File: src/hdl/sjis_string_compare_assert.svh
// Assertion helpers shared by the queue and back-end RTL files.
// Each one expects clk_i and rst_ni to be visible where it is used.
`ifndef SJIS_STRING_COMPARE_ASSERT_SVH
`define SJIS_STRING_COMPARE_ASSERT_SVH

// The antecedent implies the consequent in the same cycle.
`define SJIS_ASSERT_NOW(lbl, ante, cons, msg) \
  lbl: assert property (@(posedge clk_i) disable iff (!rst_ni) (ante) |-> (cons)) \
    else $error(msg);

// The antecedent implies the consequent in the next cycle.
`define SJIS_ASSERT_NEXT(lbl, ante, cons, msg) \
  lbl: assert property (@(posedge clk_i) disable iff (!rst_ni) (ante) |=> (cons)) \
    else $error(msg);

`endif

File: src/hdl/sjis_pkg.sv
package sjis_pkg;

  localparam int COUNT_WIDTH_DEF = 16;
  localparam int LIMIT_W         = 16;
  localparam int OUTCOME_W       = 9;
  localparam int CFG_IDX_W       = 2;
  localparam int QUEUE_DEPTH     = 2;

  // Configuration register indexes.
  typedef enum logic [CFG_IDX_W-1:0] {
    CFG_CASE_FOLD  = 2'd0,
    CFG_LIMIT_ON   = 2'd1,
    CFG_CHAR_LIMIT = 2'd2
  } sjis_cfg_e;

  // Character categories, ordered as they compare.
  typedef enum logic [1:0] {
    CAT_TERM   = 2'd0,
    CAT_SINGLE = 2'd1,
    CAT_KANA   = 2'd2,
    CAT_KANJI  = 2'd3
  } sjis_cat_e;

  localparam logic [7:0] KANA_LO = 8'hA1;
  localparam logic [7:0] KANA_HI = 8'hDF;

  localparam logic signed [OUTCOME_W-1:0] OUT_ZERO  = 9'sd0;
  localparam logic signed [OUTCOME_W-1:0] OUT_PLUS  = 9'sd1;
  localparam logic signed [OUTCOME_W-1:0] OUT_MINUS = -9'sd1;

  // One classified byte pair as it travels from front to back.
  typedef struct packed {
    logic [7:0]                  byte_a;
    logic [7:0]                  byte_b;
    logic                        first;
    sjis_cat_e                   cat_a;
    sjis_cat_e                   cat_b;
    logic signed [OUTCOME_W-1:0] sb_diff;
  } sjis_item_t;

endpackage

File: src/hdl/sjis_front.sv
module sjis_front (
  input  logic               case_fold_i,
  input  logic [7:0]         byte_a_i,
  input  logic [7:0]         byte_b_i,
  input  logic               first_i,
  output sjis_pkg::sjis_item_t item_o
);
  import sjis_pkg::*;

  function automatic sjis_cat_e classify(input logic [7:0] c);
    sjis_cat_e cat;
    if (c == 8'h00) begin
      cat = CAT_TERM;
    end else if ((c >= 8'h81 && c <= 8'h9F) || (c >= 8'hE0 && c <= 8'hFC)) begin
      cat = CAT_KANJI;
    end else if (c >= KANA_LO && c <= KANA_HI) begin
      cat = CAT_KANA;
    end else begin
      cat = CAT_SINGLE;
    end
    return cat;
  endfunction

  function automatic logic [7:0] fold(input logic en, input logic [7:0] c);
    logic [7:0] r;
    r = c;
    if (en && c >= 8'h41 && c <= 8'h5A) begin
      r = c + 8'h20;
    end
    return r;
  endfunction

  logic [7:0] fold_a, fold_b;

  // Folding only touches A..Z, which are single-byte characters, so the
  // difference is correct for half-width kana as well.
  assign fold_a = fold(case_fold_i, byte_a_i);
  assign fold_b = fold(case_fold_i, byte_b_i);

  always_comb begin
    item_o.byte_a  = byte_a_i;
    item_o.byte_b  = byte_b_i;
    item_o.first   = first_i;
    item_o.cat_a   = classify(byte_a_i);
    item_o.cat_b   = classify(byte_b_i);
    item_o.sb_diff = $signed({1'b0, fold_a}) - $signed({1'b0, fold_b});
  end

endmodule

File: src/hdl/sjis_queue.sv
module sjis_queue (
  input  logic                 clk_i,
  input  logic                 rst_ni,
  input  logic                 push_i,
  input  sjis_pkg::sjis_item_t item_i,
  output logic                 full_o,
  output logic                 valid_o,
  input  logic                 pop_i,
  output sjis_pkg::sjis_item_t item_o
);
  import sjis_pkg::*;

  localparam int PTR_W = (QUEUE_DEPTH > 1) ? $clog2(QUEUE_DEPTH) : 1;
  localparam int CNT_W = $clog2(QUEUE_DEPTH + 1);
  localparam logic [CNT_W-1:0] DEPTH_C = CNT_W'(QUEUE_DEPTH);
  localparam logic [PTR_W-1:0] LAST_C  = PTR_W'(QUEUE_DEPTH - 1);

  sjis_item_t       slot_q [QUEUE_DEPTH];
  logic [PTR_W-1:0] wr_ptr_q, wr_ptr_d, rd_ptr_q, rd_ptr_d;
  logic [CNT_W-1:0] count_q, count_d;

  assign full_o  = (count_q == DEPTH_C);
  assign valid_o = (count_q != '0);
  assign item_o  = slot_q[rd_ptr_q];

  always_comb begin
    wr_ptr_d = wr_ptr_q;
    rd_ptr_d = rd_ptr_q;
    count_d  = count_q;
    if (push_i) begin
      wr_ptr_d = (wr_ptr_q == LAST_C) ? '0 : wr_ptr_q + 1'b1;
    end
    if (pop_i) begin
      rd_ptr_d = (rd_ptr_q == LAST_C) ? '0 : rd_ptr_q + 1'b1;
    end
    if (push_i && !pop_i) begin
      count_d = count_q + 1'b1;
    end else if (pop_i && !push_i) begin
      count_d = count_q - 1'b1;
    end
  end

  always_ff @(posedge clk_i or negedge rst_ni) begin
    if (!rst_ni) begin
      wr_ptr_q <= '0;
      rd_ptr_q <= '0;
      count_q  <= '0;
    end else begin
      wr_ptr_q <= wr_ptr_d;
      rd_ptr_q <= rd_ptr_d;
      count_q  <= count_d;
    end
  end

  always_ff @(posedge clk_i) begin
    if (push_i) begin
      slot_q[wr_ptr_q] <= item_i;
    end
  end

`include "sjis_string_compare_assert.svh"

  `SJIS_ASSERT_NOW(a_queue_no_overflow, push_i, !full_o || pop_i, "push into a full queue")
  `SJIS_ASSERT_NEXT(a_queue_drain, pop_i && !push_i, count_q == $past(count_q) - 1'b1, "pop lost")

endmodule

File: src/hdl/sjis_back.sv
module sjis_back #(
  parameter int COUNT_WIDTH = sjis_pkg::COUNT_WIDTH_DEF
) (
  input  logic                                  clk_i,
  input  logic                                  rst_ni,
  input  logic                                  item_valid_i,
  input  sjis_pkg::sjis_item_t                  item_i,
  output logic                                  item_pop_o,
  input  logic                                  limit_on_i,
  input  logic [sjis_pkg::LIMIT_W-1:0]          char_limit_i,
  output logic                                  out_valid_o,
  input  logic                                  out_stall_i,
  output logic signed [sjis_pkg::OUTCOME_W-1:0] outcome_o
);
  import sjis_pkg::*;

  localparam int WIDE_W = (COUNT_WIDTH > LIMIT_W) ? COUNT_WIDTH : LIMIT_W;
  localparam logic [WIDE_W-1:0] COUNT_MAX_W = WIDE_W'({COUNT_WIDTH{1'b1}});

  logic                   decided_q, decided_d;
  logic                   in_kanji_q, in_kanji_d;
  logic [7:0]             lead_a_q, lead_a_d, lead_b_q, lead_b_d;
  logic [COUNT_WIDTH-1:0] chars_q, chars_d;
  logic                   out_valid_q, out_valid_d;
  logic signed [OUTCOME_W-1:0] outcome_q, outcome_d;

  logic                   fire;
  logic                   emit;
  logic signed [OUTCOME_W-1:0] result;
  logic [WIDE_W-1:0]      limit_wide;
  logic [COUNT_WIDTH-1:0] chars_load;
  logic                   dec_eff, kanji_eff;
  logic [7:0]             lead_a_eff, lead_b_eff;
  logic [COUNT_WIDTH-1:0] chars_eff, chars_dec;
  logic [15:0]            val_a, val_b;
  logic signed [OUTCOME_W-1:0] cat_diff;

  assign fire       = item_valid_i && (!out_valid_q || !out_stall_i);
  assign item_pop_o = fire;

  assign limit_wide = WIDE_W'(char_limit_i);
  assign chars_load = (limit_wide > COUNT_MAX_W) ? COUNT_WIDTH'(COUNT_MAX_W)
                                                 : COUNT_WIDTH'(limit_wide);

  // A first item restarts everything before it is evaluated.
  assign dec_eff    = item_i.first ? 1'b0 : decided_q;
  assign kanji_eff  = item_i.first ? 1'b0 : in_kanji_q;
  assign lead_a_eff = item_i.first ? 8'h00 : lead_a_q;
  assign lead_b_eff = item_i.first ? 8'h00 : lead_b_q;
  assign chars_eff  = item_i.first ? chars_load : chars_q;
  assign chars_dec  = (chars_eff != '0) ? chars_eff - 1'b1 : chars_eff;

  assign val_a    = {lead_a_eff, item_i.byte_a};
  assign val_b    = {lead_b_eff, item_i.byte_b};
  assign cat_diff = OUTCOME_W'($signed({1'b0, item_i.cat_a}))
                  - OUTCOME_W'($signed({1'b0, item_i.cat_b}));

  always_comb begin
    decided_d  = dec_eff;
    in_kanji_d = kanji_eff;
    lead_a_d   = lead_a_eff;
    lead_b_d   = lead_b_eff;
    chars_d    = chars_eff;
    emit       = 1'b0;
    result     = OUT_ZERO;
    if (dec_eff) begin
      emit = 1'b0;
    end else if (kanji_eff) begin
      in_kanji_d = 1'b0;
      if (val_a != val_b) begin
        emit   = 1'b1;
        result = (val_a > val_b) ? OUT_PLUS : OUT_MINUS;
      end else if (item_i.byte_a == 8'h00) begin
        emit = 1'b1;
      end else begin
        chars_d = chars_dec;
        emit    = limit_on_i && (chars_dec == '0);
      end
    end else if (limit_on_i && chars_eff == '0) begin
      emit = 1'b1;
    end else if (item_i.byte_a == 8'h00 && item_i.byte_b == 8'h00) begin
      emit = 1'b1;
    end else if (item_i.cat_a != item_i.cat_b) begin
      emit   = 1'b1;
      result = cat_diff;
    end else if (item_i.cat_a == CAT_KANJI) begin
      lead_a_d   = item_i.byte_a;
      lead_b_d   = item_i.byte_b;
      in_kanji_d = 1'b1;
    end else if (item_i.sb_diff != OUT_ZERO) begin
      emit   = 1'b1;
      result = item_i.sb_diff;
    end else begin
      chars_d = chars_dec;
      emit    = limit_on_i && (chars_dec == '0);
    end
    if (emit) begin
      decided_d  = 1'b1;
      in_kanji_d = 1'b0;
    end
  end

  always_comb begin
    out_valid_d = out_valid_q;
    outcome_d   = outcome_q;
    if (fire && emit) begin
      out_valid_d = 1'b1;
      outcome_d   = result;
    end else if (out_valid_q && !out_stall_i) begin
      out_valid_d = 1'b0;
    end
  end

  always_ff @(posedge clk_i or negedge rst_ni) begin
    if (!rst_ni) begin
      decided_q   <= 1'b1;
      in_kanji_q  <= 1'b0;
      lead_a_q    <= 8'h00;
      lead_b_q    <= 8'h00;
      chars_q     <= '0;
      out_valid_q <= 1'b0;
    end else begin
      if (fire) begin
        decided_q  <= decided_d;
        in_kanji_q <= in_kanji_d;
        lead_a_q   <= lead_a_d;
        lead_b_q   <= lead_b_d;
        chars_q    <= chars_d;
      end
      out_valid_q <= out_valid_d;
    end
  end

  always_ff @(posedge clk_i) begin
    outcome_q <= outcome_d;
  end

  assign out_valid_o = out_valid_q;
  assign outcome_o   = outcome_q;

`include "sjis_string_compare_assert.svh"

  `SJIS_ASSERT_NOW(a_back_kanji_open, in_kanji_q, !decided_q, "kanji pending after decision")
  `SJIS_ASSERT_NEXT(a_back_emit_closes, fire && emit, decided_q && out_valid_q, "emit not recorded")

endmodule

File: src/hdl/sjis_string_compare.sv
// SJIS aware string compare. Two strings stream in lockstep, one byte of
// each per input transaction, and each decided comparison yields exactly one
// output transaction whose signed outcome orders the first string against the
// second: a category difference (terminator < single byte < half-width kana <
// kanji), +1 or -1 for differing kanji, or the byte difference of single-byte
// characters (A..Z folded to lower case when case_fold is set). An input with
// first set starts a new comparison and abandons any open one; inputs arriving
// after a comparison is decided are dropped until the next first. The block
// accepts one byte pair per clock cycle while in_stall is low. A pair is
// classified on entry and lands in a two-entry queue; the compare stage takes
// the queue head from there and registers its outcome, so the outcome of a
// deciding pair passes through the queue and the output register before it
// can be taken. The compare stage retires one pair per cycle as long as the
// output register is free or being emptied, and the queue absorbs a stalled
// output so input stall rises only once it is full. Configuration (case_fold,
// limit_on, char_limit) is to be written by the user through the plain write
// port only while no transaction is in flight; the block does not enforce it.
module sjis_string_compare #(
  parameter int COUNT_WIDTH = sjis_pkg::COUNT_WIDTH_DEF
) (
  input  logic                                  clk_i,
  input  logic                                  rst_ni,
  // Input transactions.
  input  logic                                  in_valid_i,
  output logic                                  in_stall_o,
  input  logic [7:0]                            byte_a_i,
  input  logic [7:0]                            byte_b_i,
  input  logic                                  first_i,
  // Output transactions.
  output logic                                  out_valid_o,
  input  logic                                  out_stall_i,
  output logic signed [sjis_pkg::OUTCOME_W-1:0] outcome_o,
  // Configuration writes.
  input  logic                                  cfg_we_i,
  input  logic [sjis_pkg::CFG_IDX_W-1:0]        cfg_idx_i,
  input  logic [sjis_pkg::LIMIT_W-1:0]          cfg_data_i
);
  import sjis_pkg::*;

  // Configuration registers.
  logic               case_fold_q;
  logic               limit_on_q;
  logic [LIMIT_W-1:0] char_limit_q;

  always_ff @(posedge clk_i or negedge rst_ni) begin
    if (!rst_ni) begin
      case_fold_q  <= 1'b0;
      limit_on_q   <= 1'b0;
      char_limit_q <= '0;
    end else if (cfg_we_i) begin
      case (cfg_idx_i)
        CFG_CASE_FOLD:  case_fold_q  <= cfg_data_i[0];
        CFG_LIMIT_ON:   limit_on_q   <= cfg_data_i[0];
        CFG_CHAR_LIMIT: char_limit_q <= cfg_data_i;
        default: ;
      endcase
    end
  end

  // Front end: classify the incoming pair and push it into the queue.
  sjis_item_t front_item, back_item;
  logic       q_full, q_valid, q_pop, q_push;

  assign in_stall_o = q_full;
  assign q_push     = in_valid_i && !q_full;

  sjis_front u_front (
    .case_fold_i (case_fold_q),
    .byte_a_i    (byte_a_i),
    .byte_b_i    (byte_b_i),
    .first_i     (first_i),
    .item_o      (front_item)
  );

  sjis_queue u_queue (
    .clk_i   (clk_i),
    .rst_ni  (rst_ni),
    .push_i  (q_push),
    .item_i  (front_item),
    .full_o  (q_full),
    .valid_o (q_valid),
    .pop_i   (q_pop),
    .item_o  (back_item)
  );

  // Back end: comparison state and the output register.
  sjis_back #(
    .COUNT_WIDTH (COUNT_WIDTH)
  ) u_back (
    .clk_i        (clk_i),
    .rst_ni       (rst_ni),
    .item_valid_i (q_valid),
    .item_i       (back_item),
    .item_pop_o   (q_pop),
    .limit_on_i   (limit_on_q),
    .char_limit_i (char_limit_q),
    .out_valid_o  (out_valid_o),
    .out_stall_i  (out_stall_i),
    .outcome_o    (outcome_o)
  );

endmodule
File: config.mk
export PLATFORM = sky130hd
export DESIGN_NAME = sjis_string_compare
export DESIGN_NICKNAME = d
export VERILOG_FILES = /design/src/hdl/sjis_pkg.sv /design/src/hdl/sjis_front.sv /design/src/hdl/sjis_queue.sv /design/src/hdl/sjis_back.sv /design/src/hdl/sjis_string_compare.sv
export VERILOG_INCLUDE_DIRS = /design/src /design/src/hdl
export SDC_FILE = /design/constraint.sdc
export NUM_CORES = 1
export LEC_CHECK = 0
export ABC_AREA = 0
export BUFFER_PORTS_ARGS = -buffer_cell sky130_fd_sc_hd__buf_2
export CAP_MARGIN = 20
export CORE_MARGIN = 5
export CORE_UTILIZATION = 45
export DETAILED_ROUTE_END_ITERATION = 8
export GPL_ROUTABILITY_DRIVEN = 0
export SETUP_SLACK_MARGIN = 0.05
export SLEW_MARGIN = 20
export SYNTH_ARGS = -nofsm -noshare
export SYNTH_HDL_FRONTEND = slang
export SYNTH_SLANG_ARGS = --single-unit
File: constraint.sdc
create_clock -name clk_i -period 10.72 [get_ports clk_i]
set_input_delay 1.072 -clock clk_i [delete_from_list [all_inputs] [get_ports clk_i]]
set_output_delay 1.072 -clock clk_i [all_outputs]
set_load 0.1 [all_outputs]
==> impl_metrics.ini <==
[status]
outcome = completed

[route]
routed_via_density = 5.84
drt-total-wl_um = 16900
first_pass_iters = 6
drt_iter0_markers = 426
drc = 0
wl_per_cell_um = 17.7
detail-route-antenna-nets = 0
via_count = 5585

[sta]
slew_violations = 0
fmax_mhz = 192
finalSetupViolCount = 0
tns_ns = 0
slew_headroom_pct = 28.0
rsz0062_at_grt = no
clock_skew_ns = 0.00708
tightest_slew_ns = 1.08
hold_viol = 0
finalCriticalPeriod_ns = 5.20
fin_crit_sh_pct = 48.5

[job]
cap_violations = 0

[yosys]
synth_seq_area_share_pct = 48.8
syn-instance-count = 678
avgSynthCellArea_um2 = 10.6
synthArstFlopShare_pct = 45.2
synth_edf_count = 69
ys_ff_latch = 126
synth_top_area_share_pct = 28.9
synth.top_cells.by_area = edfxtp_1 (29%), dfrtp_1 (20%), ha_1 (5.6%)
yosys_warnings = 0
synth_top_cell_by_area = edfxtp_1
yosysUniqueCellTypes = 71
synthFlopType = edfxtp_1
syn_area_mm2 = 0.00717
synth_fp_nets = 752

[layout]
multiInputGateArea_mm2 = 0.00350
drive_gt1_share_pct = 17.6
seq_area_mm2 = 0.00350
stdcell_area_mm2 = 0.00825
syn2layout_area_growth_pct = 15.1
fill_cells = 1436
finalNetCount = 802
antenna_cells = 0

[place]
dp_hpwl_um = 12300
io_buffers = 50
dpl-instance-area_mm2 = 0.00763

[setup_path]
worstPathArrival_ns = 5.51
cp-end-kind = flip-flop
r2r-end = u_back.chars_q[15]$_DFFE_PN0P_
crit_end = u_back.chars_q[15]$_DFFE_PN0P_
required_ns = 11.03
regToRegStartpoint = u_queue.rd_ptr_q$_DFFE_PN0P_
cp-start-kind = flip-flop
worstSetupPathType = flip-flop to flip-flop
startpoint = u_queue.rd_ptr_q$_DFFE_PN0P_
crit_fanout = 49
r2r_slack_ns = 5.52
worst-r2r-cell-count = 11

[grt]
grt_max_degree = 58
grt_overflow_total = 0
grt_pass1_wl_um = 28000
antenna_found_initial = 0
grt_pass1_vias = 5536
grtUsageTotal_pct = 19.2

[clock_tree]
cts_tree = yes
cts-root-buf = clkbuf_16
clk_latency_ns = 0.42
cts.sinks = 126
h-tree-depth = 4
numCtsBuffers = 17
clk_pin_slew_ns = 0.06
cts_hold_buffers = 0
cts-resized-gates = 0
postCtsSetupBuffers = 0
clock_path_buffers = 2

[hold_path]
hold_class = flip-flop to flip-flop

[power_and_ir_drop]
vdd_drop_max_uv = 150
p_leak_nw = 3.32
power_density_mw_per_mm2 = 295

[die]
core_mm2 = 0.0158
start_util_pct = 45.5
placementRows = 46
die_h_um = 136
io_pins = 51
die_w_um = 136
die-area_mm2 = 0.0186
## synthesized netlist by cell type (11+ instances only)
library cell,instances
ha_1,32
nor2_1,50
clkbuf_1,16
nand2_1,67
dfrtp_1,56
o21ai_0,37
mux2_2,28
nor4_1,16
inv_1,22
a21oi_1,26
mux2i_1,27
nor3_1,32
a21o_1,11
and2_1,13
nand4_1,15
nor2b_1,11
edfxtp_1,69
## placed cells by master (no fill, tap or decap), types with 4 or more instances in the layout
| cell type | Yosys | final |
|---|---|---|
| nand2_1 | 67 | 67 |
| ha_1 | 32 | 32 |
| and2_1 | 13 | 13 |
| edfxtp_1 | 69 | 69 |
| a22oi_1 | 7 | 7 |
| o21ai_1 | 10 | 10 |
| a21o_1 | 11 | 11 |
| dfrtp_1 | 56 | 55 |
| o32a_1 | 4 | 4 |
| a211oi_1 | 7 | 7 |
| nor2b_1 | 11 | 11 |
| buf_4 | 2 | 4 |
| nor4_1 | 16 | 16 |
| a31oi_1 | 4 | 4 |
| clkbuf_16 | 0 | 17 |
| nand3_1 | 9 | 9 |
| nor2_1 | 50 | 49 |
| mux2_2 | 28 | 28 |
| nor3_1 | 32 | 32 |
| nor3b_1 | 6 | 6 |
| clkinv_4 | 0 | 4 |
| buf_2 | 2 | 50 |
| nand4_1 | 15 | 15 |
| mux2i_1 | 27 | 27 |
| inv_1 | 22 | 22 |
| a32o_1 | 7 | 7 |
| xor2_1 | 10 | 10 |
| nand2b_1 | 4 | 4 |
| or3_1 | 5 | 5 |
| bufinv_16 | 0 | 4 |
| xnor2_1 | 10 | 10 |
| a21oi_1 | 26 | 26 |
| o21ai_0 | 37 | 37 |
## critical path: stages (launching register included)
cell and delay [ns]:
dfrtp_2 1.07, mux2_2 0.81, mux2i_1 0.45, ha_1 0.22, or3b_2 0.43, nor4_1 0.30
o2bb2a_4 0.28, nand2_1 0.09, a31oi_1 0.87, nor3b_1 0.27, a21oi_1 0.06, o22a_1 0.20
## stage by stage
stage	total power [W]	util [%]	hold slack, ns	setup slack, ns	std cells
global placement	0.00181	48.4	0.470	5.65	925
detailed placement	0.00183	48.4	0.469	5.58	925
global route	0.00258	52.3	0.513	5.06	956
CTS	0.00244	52.3	0.482	5.55	956
finish	0.00243	52.3	0.481	5.52	956
floorplan	0.00159	-	0.447	6.68	678
## sequential cells by signal, indices dropped and copies added, names as in the netlist
signal	cells
u_queue.slot_q	60
u_queue.wr_ptr_q	1
u_back.in_kanji_q	1
u_back.lead_b_q	8
u_back.outcome_o	9
u_back.out_valid_o	1
u_back.chars_q	16
u_queue.count_q	2
u_back.lead_a_q	8
limit_on_q	1
u_back.decided_q	1
char_limit_q	16
case_fold_q	1
u_queue.rd_ptr_q	1
## worst min path at each step
| stage | from | end | depth (start not counted) |
|---|---|---|---|
| floorplan | u_back.lead_a_q[0]$_DFFE_PN0P_ | u_back.lead_a_q[0]$_DFFE_PN0P_ | 2 |
| global placement | u_back.lead_a_q[7]$_DFFE_PN0P_ | u_back.lead_a_q[7]$_DFFE_PN0P_ | 1 |
| detailed placement | u_back.lead_a_q[2]$_DFFE_PN0P_ | u_back.lead_a_q[2]$_DFFE_PN0P_ | 2 |
| CTS | u_back.lead_a_q[2]$_DFFE_PN0P_ | u_back.lead_a_q[2]$_DFFE_PN0P_ | 2 |
| global route | u_back.lead_a_q[3]$_DFFE_PN0P_ | u_back.lead_a_q[3]$_DFFE_PN0P_ | 1 |
| finish | u_back.lead_a_q[2]$_DFFE_PN0P_ | u_back.lead_a_q[2]$_DFFE_PN0P_ | 2 |
## power breakdown
| group | total (W) | switching (W) | leakage (nW) | internal (W) |
|---|---|---|---|---|
| logic | 0.00100 | 0.000662 | 1.67 | 0.000339 |
| registers | 0.000830 | 0.000138 | 1.36 | 0.000693 |
| clock network | 0.000603 | 0.000214 | 0.293 | 0.000389 |
| total | 0.00243 | 0.00101 | 3.32 | 0.00142 |
## cells by family (layout without fill, tap and decap cells)
logic type | count (synthesis) | after routing | share of synthesized area [%]
compound gates | 149 | 149 | 14.2
fa+ha+maj | 34 | 34 | 6.14
simple gates | 247 | 247 | 17.5
flops | 126 | 126 | 48.8
mux | 56 | 56 | 8.35
buf+inv | 46 | 108 | 2.65
xor+xnor | 20 | 20 | 2.44
## area by class of cell
type,instances,area share (%)
clock buffers,18,5.20
repair buffers,54,3.40
multi-input cells,506,42.4
well taps,216,3.27
clock inverters,13,2.32
inverters,23,1.05
flip-flops and latches,126,42.4
## metal layers
layer	up-vias	wire [um]	part of all wire, %	global-route usage, %
li1	2646	-	-	-
met1	2698	7220	43	24.0
met2	189	8380	50	32.4
met3	52	832	4.9	4.70
met4	0	472	2.8	7.28
met5	-	0	0	0
(Power assumes the default switching activity.)
